<file path="src/hw/rtl/assert_macros.svh">
// assertion macros used by the timer top-level rtl file
`ifndef ASSERT_MACROS_SVH
`define ASSERT_MACROS_SVH

// same-cycle implication, sampled on clk_i, off during reset
`define ASSERT_NOW(lbl, ante, cons, msg) \
  lbl: assert property (@(posedge clk_i) disable iff (!rst_ni) (ante) |-> (cons)) \
    else $error(msg);

// next-cycle implication, sampled on clk_i, off during reset
`define ASSERT_NEXT(lbl, ante, cons, msg) \
  lbl: assert property (@(posedge clk_i) disable iff (!rst_ni) (ante) |=> (cons)) \
    else $error(msg);

`endif

</file>
<file path="src/hw/rtl/mcct_pkg.sv">
// types, constants and helpers of the multi-channel compare timer
package mcct_pkg;

  typedef enum logic [2:0] {
    OP_TICK   = 3'd0,
    OP_START  = 3'd1,
    OP_STOP   = 3'd2,
    OP_STATUS = 3'd3,
    OP_CLEAR  = 3'd4
  } op_e;

  localparam logic [1:0]  MODE_ACTIVE   = 2'd0;
  localparam logic [1:0]  MODE_LP_SLEEP = 2'd2;
  localparam logic [1:0]  MODE_INVALID  = 2'd3;
  localparam logic [15:0] LP_LATENCY_MS = 16'd2;
  localparam logic [15:0] MIN_MS        = 16'd1;
  localparam logic [15:0] CNT_MOD       = 16'hFFFF;
  localparam logic [15:0] RATE_RESET    = 16'd2048;
  localparam int          MASK_W        = 4;

  // duration * rate limit: 65535 * 1000
  localparam logic [32:0] DUR_MAX_PRODUCT = 33'd65535000;

  // floor(x / 1000) = (x * RECIP) >> RECIP_SHIFT, exact for any 32-bit x
  localparam int          PROD_W      = 32;
  localparam int          RECIP_W     = 29;
  localparam int          RECIP_SHIFT = 38;
  localparam logic [RECIP_W-1:0] RECIP = 29'd274877907;
  localparam int          PRODM_W     = PROD_W + RECIP_W;
  localparam int          QUOT_W      = PRODM_W - RECIP_SHIFT;

  typedef struct packed {
    logic        reload;
    logic [2:0]  opcode;
    logic [2:0]  channel;
    logic [15:0] dur_ms;
    logic [1:0]  wait_mode;
  } item_t;

  typedef struct packed {
    logic        reload;
    logic [2:0]  opcode;
    logic [2:0]  channel;
    logic [15:0] dur_eff;
  } tag_t;

  typedef struct packed {
    tag_t        tag;
    logic        bad_arg;
    logic [15:0] ticks;
  } exec_t;

  typedef struct packed {
    logic [15:0]       counter_now;
    logic [MASK_W-1:0] running_mask;
    logic [MASK_W-1:0] fired_mask;
    logic              elapsed;
    logic              status;
  } res_t;

  // (a + b) mod 65535 for a <= 65535, b < 65535
  function automatic logic [15:0] mod_add(input logic [15:0] a, input logic [15:0] b);
    logic [16:0] s;
    s = {1'b0, a} + {1'b0, b};
    return (s >= {1'b0, CNT_MOD}) ? 16'(s - {1'b0, CNT_MOD}) : s[15:0];
  endfunction

endpackage

</file>
<file path="src/hw/rtl/mcct_pipe.sv">
// item pipeline: input register and the ms-to-ticks arithmetic stages
module mcct_pipe (
  input  logic                clk_i,
  input  logic                rst_ni,
  input  logic                in_valid_i,
  output logic                in_ready_o,
  input  mcct_pkg::item_t     in_item_i,
  input  logic [15:0]         rate_i,
  output logic                out_valid_o,
  input  logic                out_ready_i,
  output mcct_pkg::exec_t     out_item_o
);

  logic [3:0] v_q, v_d;
  logic [3:0] rdy;

  mcct_pkg::item_t s0_q;

  mcct_pkg::tag_t                   t1_q;
  logic                             early1_q;
  logic                             lp1_q;
  logic [mcct_pkg::PROD_W-1:0]      prod1_q;
  logic [15:0]                      rate1_q;

  mcct_pkg::tag_t                   t2_q;
  logic                             err2_q;
  logic [mcct_pkg::QUOT_W-1:0]      quot2_q;

  mcct_pkg::exec_t                  s3_q;

  logic        lp0;
  logic [15:0] dur_eff0;
  logic [15:0] min0;
  logic        early0;

  logic [32:0]                      raw1;
  logic [mcct_pkg::PRODM_W-1:0]     mul1;

  logic [16:0] fold2;
  logic [15:0] ticks2;

  // ready chain, each stage moves when the next one frees up
  assign rdy[3] = !v_q[3] || out_ready_i;
  assign rdy[2] = !v_q[2] || rdy[3];
  assign rdy[1] = !v_q[1] || rdy[2];
  assign rdy[0] = !v_q[0] || rdy[1];

  assign in_ready_o  = rdy[0];
  assign out_valid_o = v_q[3];
  assign out_item_o  = s3_q;

  always_comb begin
    v_d = v_q;
    if (rdy[0]) v_d[0] = in_valid_i;
    if (rdy[1]) v_d[1] = v_q[0];
    if (rdy[2]) v_d[2] = v_q[1];
    if (rdy[3]) v_d[3] = v_q[2];
  end

  always_ff @(posedge clk_i or negedge rst_ni) begin
    if (!rst_ni) begin
      v_q <= '0;
    end else begin
      v_q <= v_d;
    end
  end

  // stage 0 arithmetic: effective period and simple start checks
  always_comb begin
    lp0      = (s0_q.wait_mode == mcct_pkg::MODE_LP_SLEEP);
    dur_eff0 = lp0 ? (s0_q.dur_ms - mcct_pkg::LP_LATENCY_MS) : s0_q.dur_ms;
    min0     = lp0 ? (mcct_pkg::MIN_MS + mcct_pkg::LP_LATENCY_MS) : mcct_pkg::MIN_MS;
    early0   = (s0_q.wait_mode == mcct_pkg::MODE_INVALID) || (s0_q.dur_ms < min0);
  end

  // stage 1 arithmetic: reciprocal multiply and raw-duration limit check
  always_comb begin
    raw1 = {1'b0, prod1_q} + (lp1_q ? {16'b0, rate1_q, 1'b0} : 33'd0);
    mul1 = mcct_pkg::PRODM_W'(prod1_q) * mcct_pkg::PRODM_W'(mcct_pkg::RECIP);
  end

  // stage 2 arithmetic: quotient folded mod 65535
  always_comb begin
    fold2  = 17'(quot2_q[mcct_pkg::QUOT_W-1:16]) + 17'(quot2_q[15:0]);
    ticks2 = (fold2 >= {1'b0, mcct_pkg::CNT_MOD}) ?
             16'(fold2 - {1'b0, mcct_pkg::CNT_MOD}) : fold2[15:0];
  end

  always_ff @(posedge clk_i) begin
    if (rdy[0]) begin
      s0_q <= in_item_i;
    end
    if (rdy[1]) begin
      t1_q     <= '{reload: s0_q.reload, opcode: s0_q.opcode,
                    channel: s0_q.channel, dur_eff: dur_eff0};
      early1_q <= early0;
      lp1_q    <= lp0;
      prod1_q  <= mcct_pkg::PROD_W'(dur_eff0) * mcct_pkg::PROD_W'(rate_i);
      rate1_q  <= rate_i;
    end
    if (rdy[2]) begin
      t2_q    <= t1_q;
      err2_q  <= early1_q || (raw1 > mcct_pkg::DUR_MAX_PRODUCT);
      quot2_q <= mul1[mcct_pkg::RECIP_SHIFT +: mcct_pkg::QUOT_W];
    end
    if (rdy[3]) begin
      s3_q <= '{tag: t2_q, bad_arg: err2_q, ticks: ticks2};
    end
  end

endmodule

</file>
<file path="src/hw/rtl/mcct_exec.sv">
// channel state, shared counter and per-item execution
module mcct_exec #(
  parameter int CHANNELS = 4
) (
  input  logic                      clk_i,
  input  logic                      rst_ni,
  input  logic                      fire_i,
  input  mcct_pkg::exec_t           item_i,
  input  logic [2:0]                reload_idx_i,
  output logic [15:0]               reload_period_o,
  output mcct_pkg::res_t            res_o
);

  localparam int CH_W = (CHANNELS > 1) ? $clog2(CHANNELS) : 1;

  logic [15:0]         counter_q, counter_d;
  logic [15:0]         cmp_q    [CHANNELS];
  logic [15:0]         cmp_d    [CHANNELS];
  logic [15:0]         period_q [CHANNELS];
  logic [15:0]         period_d [CHANNELS];
  logic [15:0]         ticks_q  [CHANNELS];
  logic [15:0]         ticks_d  [CHANNELS];
  logic [CHANNELS-1:0] running_q, running_d;
  logic [CHANNELS-1:0] flag_q, flag_d;
  logic [CHANNELS-1:0] fired;

  logic [mcct_pkg::MASK_W-1:0] run4_now, run4_next, fired4;

  logic            ch_ok;
  logic [CH_W-1:0] idx;
  logic            status;
  logic            elapsed;

  assign ch_ok = (4'(item_i.tag.channel) < 4'(CHANNELS));
  assign idx   = item_i.tag.channel[CH_W-1:0];

  assign reload_period_o = period_q[reload_idx_i[CH_W-1:0]];

  // masks carry the low channels only
  for (genvar i = 0; i < mcct_pkg::MASK_W; i++) begin : g_mask
    if (i < CHANNELS) begin : g_on
      assign run4_now[i]  = running_q[i];
      assign run4_next[i] = running_d[i];
      assign fired4[i]    = fired[i];
    end else begin : g_off
      assign run4_now[i]  = 1'b0;
      assign run4_next[i] = 1'b0;
      assign fired4[i]    = 1'b0;
    end
  end

  always_comb begin
    counter_d = counter_q;
    cmp_d     = cmp_q;
    period_d  = period_q;
    ticks_d   = ticks_q;
    running_d = running_q;
    flag_d    = flag_q;
    fired     = '0;
    status    = 1'b0;
    elapsed   = 1'b0;
    if (item_i.tag.reload) begin
      ticks_d[idx] = item_i.ticks;
    end else begin
      case (item_i.tag.opcode)
        mcct_pkg::OP_TICK: begin
          if (run4_now != '0) begin
            counter_d = counter_q + 16'd1;
            for (int i = 0; i < CHANNELS; i++) begin
              if (running_q[i] && (cmp_q[i] == counter_d)) begin
                flag_d[i] = 1'b1;
                cmp_d[i]  = mcct_pkg::mod_add(counter_d, ticks_q[i]);
                fired[i]  = 1'b1;
              end
            end
          end
        end
        mcct_pkg::OP_START: begin
          if (!ch_ok || item_i.bad_arg) begin
            status = 1'b1;
          end else begin
            period_d[idx]  = item_i.tag.dur_eff;
            ticks_d[idx]   = item_i.ticks;
            running_d[idx] = 1'b1;
            flag_d[idx]    = 1'b0;
            cmp_d[idx]     = mcct_pkg::mod_add(counter_q, item_i.ticks);
          end
        end
        mcct_pkg::OP_STOP: begin
          if (!ch_ok) begin
            status = 1'b1;
          end else begin
            running_d[idx] = 1'b0;
            flag_d[idx]    = 1'b0;
          end
        end
        mcct_pkg::OP_STATUS: begin
          if (!ch_ok) begin
            status = 1'b1;
          end else begin
            elapsed = !running_q[idx] || flag_q[idx];
          end
        end
        mcct_pkg::OP_CLEAR: begin
          if (!ch_ok) begin
            status = 1'b1;
          end else begin
            flag_d[idx] = 1'b0;
          end
        end
        default: begin
          status = 1'b1;
        end
      endcase
    end
  end

  always_comb begin
    res_o.status       = status;
    res_o.elapsed      = elapsed;
    res_o.fired_mask   = fired4;
    res_o.running_mask = run4_next;
    res_o.counter_now  = counter_d;
  end

  always_ff @(posedge clk_i or negedge rst_ni) begin
    if (!rst_ni) begin
      counter_q <= '0;
      cmp_q     <= '{default: '0};
      period_q  <= '{default: '0};
      ticks_q   <= '{default: '0};
      running_q <= '0;
      flag_q    <= '0;
    end else if (fire_i) begin
      counter_q <= counter_d;
      cmp_q     <= cmp_d;
      period_q  <= period_d;
      ticks_q   <= ticks_d;
      running_q <= running_d;
      flag_q    <= flag_d;
    end
  end

endmodule

</file>
<file path="src/hw/rtl/multi_channel_compare_timer.sv">
// result path: an accepted item passes the input, multiply, reciprocal and fold regs,
//   then the result reg
// throughput: one item per cycle unless reloads or output back-pressure stall; the chain
//   of input, multiply, reciprocal and fold stages feeds a single execute step that updates
//   all channel state; a config write blocks input while per-channel tick counts reload
// reset: counter, compare values, periods, running and elapsed flags clear, rate = 2048
module multi_channel_compare_timer #(
  parameter int CHANNELS = 4
) (
  input  logic        clk_i,
  input  logic        rst_ni,
  // tick rate register
  input  logic        cfg_we_i,
  input  logic [15:0] cfg_wdata_i,
  // input items
  input  logic        s_axis_tvalid_i,
  output logic        s_axis_tready_o,
  input  logic [23:0] s_axis_tdata_i,  // [2:0] channel, [18:3] dur_ms, [20:19] wait_mode
  input  logic [2:0]  s_axis_tuser_i,  // [2:0] opcode
  // result items
  output logic        m_axis_tvalid_o,
  input  logic        m_axis_tready_i,
  output logic [31:0] m_axis_tdata_o   // [0] status, [1] elapsed, [5:2] fired_mask,
                                       // [9:6] running_mask, [25:10] counter_now
);

  localparam int CH_W = (CHANNELS > 1) ? $clog2(CHANNELS) : 1;

  // tick rate; the user must keep it constant while items are in flight, the block does not enforce it
  logic [15:0] rate_q, rate_d;

  // reload sequencer: recomputes ticks for every channel after a rate change
  logic            reload_busy_q, reload_busy_d;
  logic [CH_W-1:0] reload_idx_q, reload_idx_d;
  logic            reload_last;
  logic            inject;
  logic [15:0]     reload_period;

  // pipeline handshake
  logic            pipe_in_valid;
  logic            pipe_in_ready;
  mcct_pkg::item_t pipe_in_item;
  logic            pipe_out_valid;
  logic            exec_take;
  logic            exec_fire;
  mcct_pkg::exec_t pipe_out_item;

  // result register
  mcct_pkg::res_t  exec_res;
  mcct_pkg::res_t  res_q;
  logic            out_valid_q, out_valid_d;

  // rate register
  always_comb begin
    rate_d = rate_q;
    if (cfg_we_i) rate_d = cfg_wdata_i;
  end

  // reload sequencing, one channel injected per free pipeline slot
  assign reload_last = (reload_idx_q == CH_W'(CHANNELS - 1));
  assign inject      = reload_busy_q && pipe_in_ready;

  always_comb begin
    reload_busy_d = reload_busy_q;
    reload_idx_d  = reload_idx_q;
    if (cfg_we_i) begin
      reload_busy_d = 1'b1;
      reload_idx_d  = '0;
    end else if (inject) begin
      if (reload_last) begin
        reload_busy_d = 1'b0;
        reload_idx_d  = '0;
      end else begin
        reload_idx_d = reload_idx_q + CH_W'(1);
      end
    end
  end

  // input mux: stream items, or reload slots while the sequencer runs
  always_comb begin
    pipe_in_valid = reload_busy_q || s_axis_tvalid_i;
    if (reload_busy_q) begin
      pipe_in_item = '{reload: 1'b1, opcode: mcct_pkg::OP_TICK,
                       channel: 3'(reload_idx_q), dur_ms: reload_period,
                       wait_mode: mcct_pkg::MODE_ACTIVE};
    end else begin
      pipe_in_item = '{reload: 1'b0, opcode: s_axis_tuser_i,
                       channel: s_axis_tdata_i[2:0], dur_ms: s_axis_tdata_i[18:3],
                       wait_mode: s_axis_tdata_i[20:19]};
    end
  end

  assign s_axis_tready_o = pipe_in_ready && !reload_busy_q;

  mcct_pipe u_pipe (
    .clk_i       (clk_i),
    .rst_ni      (rst_ni),
    .in_valid_i  (pipe_in_valid),
    .in_ready_o  (pipe_in_ready),
    .in_item_i   (pipe_in_item),
    .rate_i      (rate_q),
    .out_valid_o (pipe_out_valid),
    .out_ready_i (exec_take),
    .out_item_o  (pipe_out_item)
  );

  // reload slots never need room in the result register
  assign exec_take = pipe_out_item.tag.reload || !out_valid_q || m_axis_tready_i;
  assign exec_fire = pipe_out_valid && exec_take;

  mcct_exec #(
    .CHANNELS (CHANNELS)
  ) u_exec (
    .clk_i           (clk_i),
    .rst_ni          (rst_ni),
    .fire_i          (exec_fire),
    .item_i          (pipe_out_item),
    .reload_idx_i    (3'(reload_idx_q)),
    .reload_period_o (reload_period),
    .res_o           (exec_res)
  );

  // result register
  always_comb begin
    out_valid_d = out_valid_q && !m_axis_tready_i;
    if (exec_fire && !pipe_out_item.tag.reload) out_valid_d = 1'b1;
  end

  always_ff @(posedge clk_i or negedge rst_ni) begin
    if (!rst_ni) begin
      rate_q        <= mcct_pkg::RATE_RESET;
      reload_busy_q <= 1'b0;
      reload_idx_q  <= '0;
      out_valid_q   <= 1'b0;
    end else begin
      rate_q        <= rate_d;
      reload_busy_q <= reload_busy_d;
      reload_idx_q  <= reload_idx_d;
      out_valid_q   <= out_valid_d;
    end
  end

  always_ff @(posedge clk_i) begin
    if (exec_fire && !pipe_out_item.tag.reload) begin
      res_q <= exec_res;
    end
  end

  assign m_axis_tvalid_o = out_valid_q;
  assign m_axis_tdata_o  = {6'b0, res_q};

  // checks

`include "assert_macros.svh"

  // a rate change holds off input until ticks reload
  `ASSERT_NEXT(a_cfg_blocks_input, cfg_we_i, !s_axis_tready_o, "input open after rate write")

  // a channel that fires keeps running
  `ASSERT_NOW(a_fired_running, out_valid_q,
              (res_q.fired_mask & ~res_q.running_mask) == '0, "fired channel not running")

  // reload slots leave the result register alone
  `ASSERT_NEXT(a_reload_no_result, pipe_out_valid && pipe_out_item.tag.reload,
               out_valid_q == $past(out_valid_q && !m_axis_tready_i), "reload made a result")

endmodule

</file>
<file path="config.mk">
export PLATFORM = sky130hd
export DESIGN_NAME = multi_channel_compare_timer
export DESIGN_NICKNAME = d
export VERILOG_FILES = /design/src/hw/rtl/mcct_pkg.sv /design/src/hw/rtl/mcct_pipe.sv /design/src/hw/rtl/mcct_exec.sv /design/src/hw/rtl/multi_channel_compare_timer.sv
export VERILOG_INCLUDE_DIRS = /design/src /design/src/hw/rtl
export SDC_FILE = /design/constraint.sdc
export NUM_CORES = 2
export LEC_CHECK = 0
export BUFFER_PORTS_ARGS = -buffer_cell sky130_fd_sc_hd__buf_2
export CELL_PAD_IN_SITES_DETAIL_PLACEMENT = 0
export CELL_PAD_IN_SITES_GLOBAL_PLACEMENT = 1
export CORE_MARGIN = 1
export CORE_UTILIZATION = 42
export DETAILED_ROUTE_END_ITERATION = 10
export PLACE_DENSITY = 0.77
export SYNTH_ARGS = -nofsm -noshare
export SYNTH_HDL_FRONTEND = slang
export SYNTH_SLANG_ARGS = --single-unit
</file>
<file path="constraint.sdc">
create_clock -name clk_i -period 7.82 [get_ports clk_i]
set_input_delay 1.564 -clock clk_i [delete_from_list [all_inputs] [get_ports clk_i]]
set_output_delay 1.564 -clock clk_i [all_outputs]
set_load 0.05 [all_outputs]
</file>
==> impl_metrics.ini <==
[sta]
finalCritPeriodShare_pct = 101
post-route-min-period_ns = 7.88
skew_ns = 0.0571
finalMaxSlewViolations = 0
setup_slack_ns = -0.0582
rsz0062_at_grt = true
clock.fmax_mhz = 127
final_hold_viol_count = 0
hold_slack_ns = 0.369
setup_viol = 1
relSlewSlack_pct = 15.5
worstMarginPinSlew_ns = 1.26

[setup_path]
arrival_ns = 8.23
path_delay_family = adder cells
critPathKind = reg -> reg
cp_num_buf_inv = 14
cp-end-kind = flop
cp_max_fo = 5
cp_slowest_cell = fa_1
cp_data_required_time_ns = 8.17
cp-startpoint = u_pipe.s0_q[4]
cp_common_cell = buf_4
critPathLaunchType = flop
cp_slowest_stage_delay_ns = 0.56
r2r_start = u_pipe.s0_q[4]

[global_routing]
busiest_layer = met2
grt_pass1_vias = 36701
grt_max_degree = 110
grt-ovfl-total = 0
use_met3_pct = 2.91
use_met2_pct = 37.6
antenna_found_initial = 1
grt.total_usage_pct = 22.5
grt_first_pass_wirelength_mm = 206
use_met1_pct = 30.2

[die]
die_h_microns = 343
placementRows = 124
dieArea_sq_mm = 0.118
ios = 82
start_util_pct = 42.6
core_sq_mm = 0.115
die_x_microns = 343

[routing]
drt_wl_total_mm = 132
via_count = 35942
vias_per_cell = 5.38
antenna_left = 0
first_pass_iters = 6
drc = 0
drt_iter0_drc = 2156
wire_per_inst_microns = 19.8

[place]
port_buffers = 72
routabilityCongestion = 0.908
dp_hpwl_mm = 103

[synthesis]
synthFlopType = dfrtp_1
synth_seq_area_share_pct = 25.2
synth-adder-area-share_pct = 35.9
synth_top_family_by_area = adder cells
yosys_warnings = 0
synth_compound_area_share_pct = 9.60
synth_area_sq_mm = 0.0490
synth.area.mux_share_pct = 4.46
synth_xor_area_share_pct = 5.13
syn_inst = 4843
ys_ff_latch = 451
synthArstFlopShare_pct = 53.2
synth_simple_gate_area_share_pct = 12.3
synth_edf_count = 211
avgSynthCellArea_sq_um = 10.1
synth.distinct_cells = 112

[clock_network]
cts_tree = yes
cts_root_buf = clkbuf_16
cts.sinks = 451
cts.htree.levels = 2
clk_latency_ns = 0.65
hold_buffers = 0
cts_buffer_depth = 3
clk_pin_slew_ns = 0.06
cts_buffers = 49

[layout]
drive_gt1_share_pct = 15.6
antenna_cells = 0
utilization_pct = 48.5
fillers = 10611
nNetsFinal = 6283
syn2layout_area_growth_pct = 13.8
register_area_sq_mm = 0.0123
multi_input_area_sq_mm = 0.0340

[status]
violations = negative setup slack
outcome = finished with violations

[worst_hold_path]
min_from = u_pipe.t1_q[16]
hold_class = reg -> reg

[run]
cap_violations = 0
-- registers in the layout (all words and copies together) (netlist names), 16 cells and up --
| signal | cells |
|---|---|
| u_pipe.rate1_q | 16 |
| u_exec.ticks_q | 64 |
| u_pipe.prod1_q | 32 |
| m_axis_tdata_o | 26 |
| u_exec.period_q | 64 |
| u_pipe.t2_q | 23 |
| u_pipe.t1_q | 23 |
| u_pipe.out_item_o | 40 |
| u_pipe.s0_q | 25 |
| u_exec.counter_q | 16 |
| u_pipe.quot2_q | 23 |
| rate_q | 16 |
| u_exec.cmp_q | 64 |
-- stage by stage --
stage	instance area (sq um)	setup TNS [ns]	setup WS, ns	instances
6_report	55700	-0.0582	-0.0582	6682
5_1_grt	55700	-0.454	-0.203	6682
4_1_cts	54900	-0.148	-0.138	6660
3_5_place_dp	52600	-3.84	-0.367	6544
3_3_place_gp	52600	-3.58	-0.359	6544
2_1_floorplan	49000	0	0.0105	4848
-- timing repair --
action / 4_1_cts / 5_1_grt
resized for setup: 56 / 132
hold endpoints to repair: 0 / 0
setup buffers: 26 / 24
setup endpoints to repair: 17 / 26
pin swaps: 27 / 127
-- cell type report --
type,instances,share of cell area (%)
clock buffer,66,2.40
clock inverter,24,0.692
inverter,835,5.62
multi-input combinational,3439,61.0
sequential,451,22.2
tap,1512,3.40
timing repair buffer,355,4.76
-- cells in the mapped netlist, types with 9 or more instances --
master / n / area share [%]
mux2_2: 153 / 3.5
inv_1: 835 / 6.4
a21oi_1: 161 / 1.6
nor4_1: 10 / 0.13
mux2i_1: 10 / 0.20
nor3b_1: 9 / 0.14
and3_1: 35 / 0.45
o21a_1: 39 / 0.60
a2111oi_0: 9 / 0.16
fa_1: 499 / 20
nor3_1: 71 / 0.73
or2_2: 11 / 0.14
nand3_1: 88 / 0.90
o21ai_0: 122 / 1.2
edfxtp_1: 211 / 13
a22oi_1: 20 / 0.31
a211oi_1: 33 / 0.51
nand2_1: 370 / 2.8
o21ai_1: 17 / 0.17
nor2b_1: 49 / 0.63
a21o_1: 57 / 0.87
o211ai_1: 22 / 0.34
nand2b_1: 49 / 0.63
mux4_2: 16 / 0.74
xor2_1: 111 / 2.0
xnor2_1: 172 / 3.1
o221ai_1: 15 / 0.27
o2111ai_1: 11 / 0.20
dfrtp_1: 239 / 12
or4_1: 10 / 0.15
a31oi_1: 21 / 0.27
buf_2: 17 / 0.17
ha_1: 605 / 15
nand4_1: 45 / 0.57
a221o_1: 10 / 0.20
and2_1: 158 / 2.0
o31ai_1: 13 / 0.20
nor2_1: 197 / 1.5
o21bai_1: 22 / 0.34
clkbuf_1: 92 / 0.71
or3_1: 26 / 0.33
-- routing by layer --
layer / up-vias / routed length, microns
met4: 4 / 4280
met1: 18021 / 57400
li1: 16828 / -
met3: 205 / 7250
met2: 884 / 63100
met5: - / 27
-- worst paths after layout --
path	depth (start not counted)	slack (ns)	end
max reg2reg	36	-0.06	u_pipe.prod1_q[23]
min	0	0.37	u_pipe.t2_q[16]
max	36	-0.06	u_pipe.prod1_q[23]
max in group asynchronous	2	5.69	rate_q[1]
min reg2reg	0	0.37	u_pipe.t2_q[16]
min in group asynchronous	1	0.94	u_exec.ticks_q[12]
-- cells by family after synthesis --
group | Yosys count
multiplexers | 179
AO/OA/AOI/OAI | 684
other | 1
flip-flops | 451
XOR/XNOR | 285
AND/OR/NAND/NOR | 1181
adder cells (fa/ha/maj) | 1104
buffers and inverters | 958
-- worst reg2reg max path: cells and delay by family (launching register included) --
family,cells,cell delay [ns]
xor+xnor,2,0.25
simple gates,5,0.99
buf+inv,14,1.55
fa+ha+maj,8,3.42
flops,1,0.39
compound gates,7,1.03
-- cell usage in the layout (no fill, tap or decap), types with 45 or more instances in the layout --
cell       synthesis  routed
nor2_1           197     192
clkbuf_16          0      49
nor2b_1           49      48
buf_4              6     253
nand2b_1          49      48
and2_1           158     156
nand2_1          370     365
buf_2             17      71
ha_1             605     557
o21ai_0          122     116
a21oi_1          161     149
dfrtp_1          239     239
inv_1            835     815
nand3_1           88      85
nor3_1            71      69
xor2_1           111     111
mux2_2           153     153
fa_1             499     476
edfxtp_1         211     211
a21o_1            57      57
xnor2_1          172     170
nand4_1           45      45
Power is not shown: default switching activity piles up to over one toggle a cycle in this logic, so the estimate is an artifact.
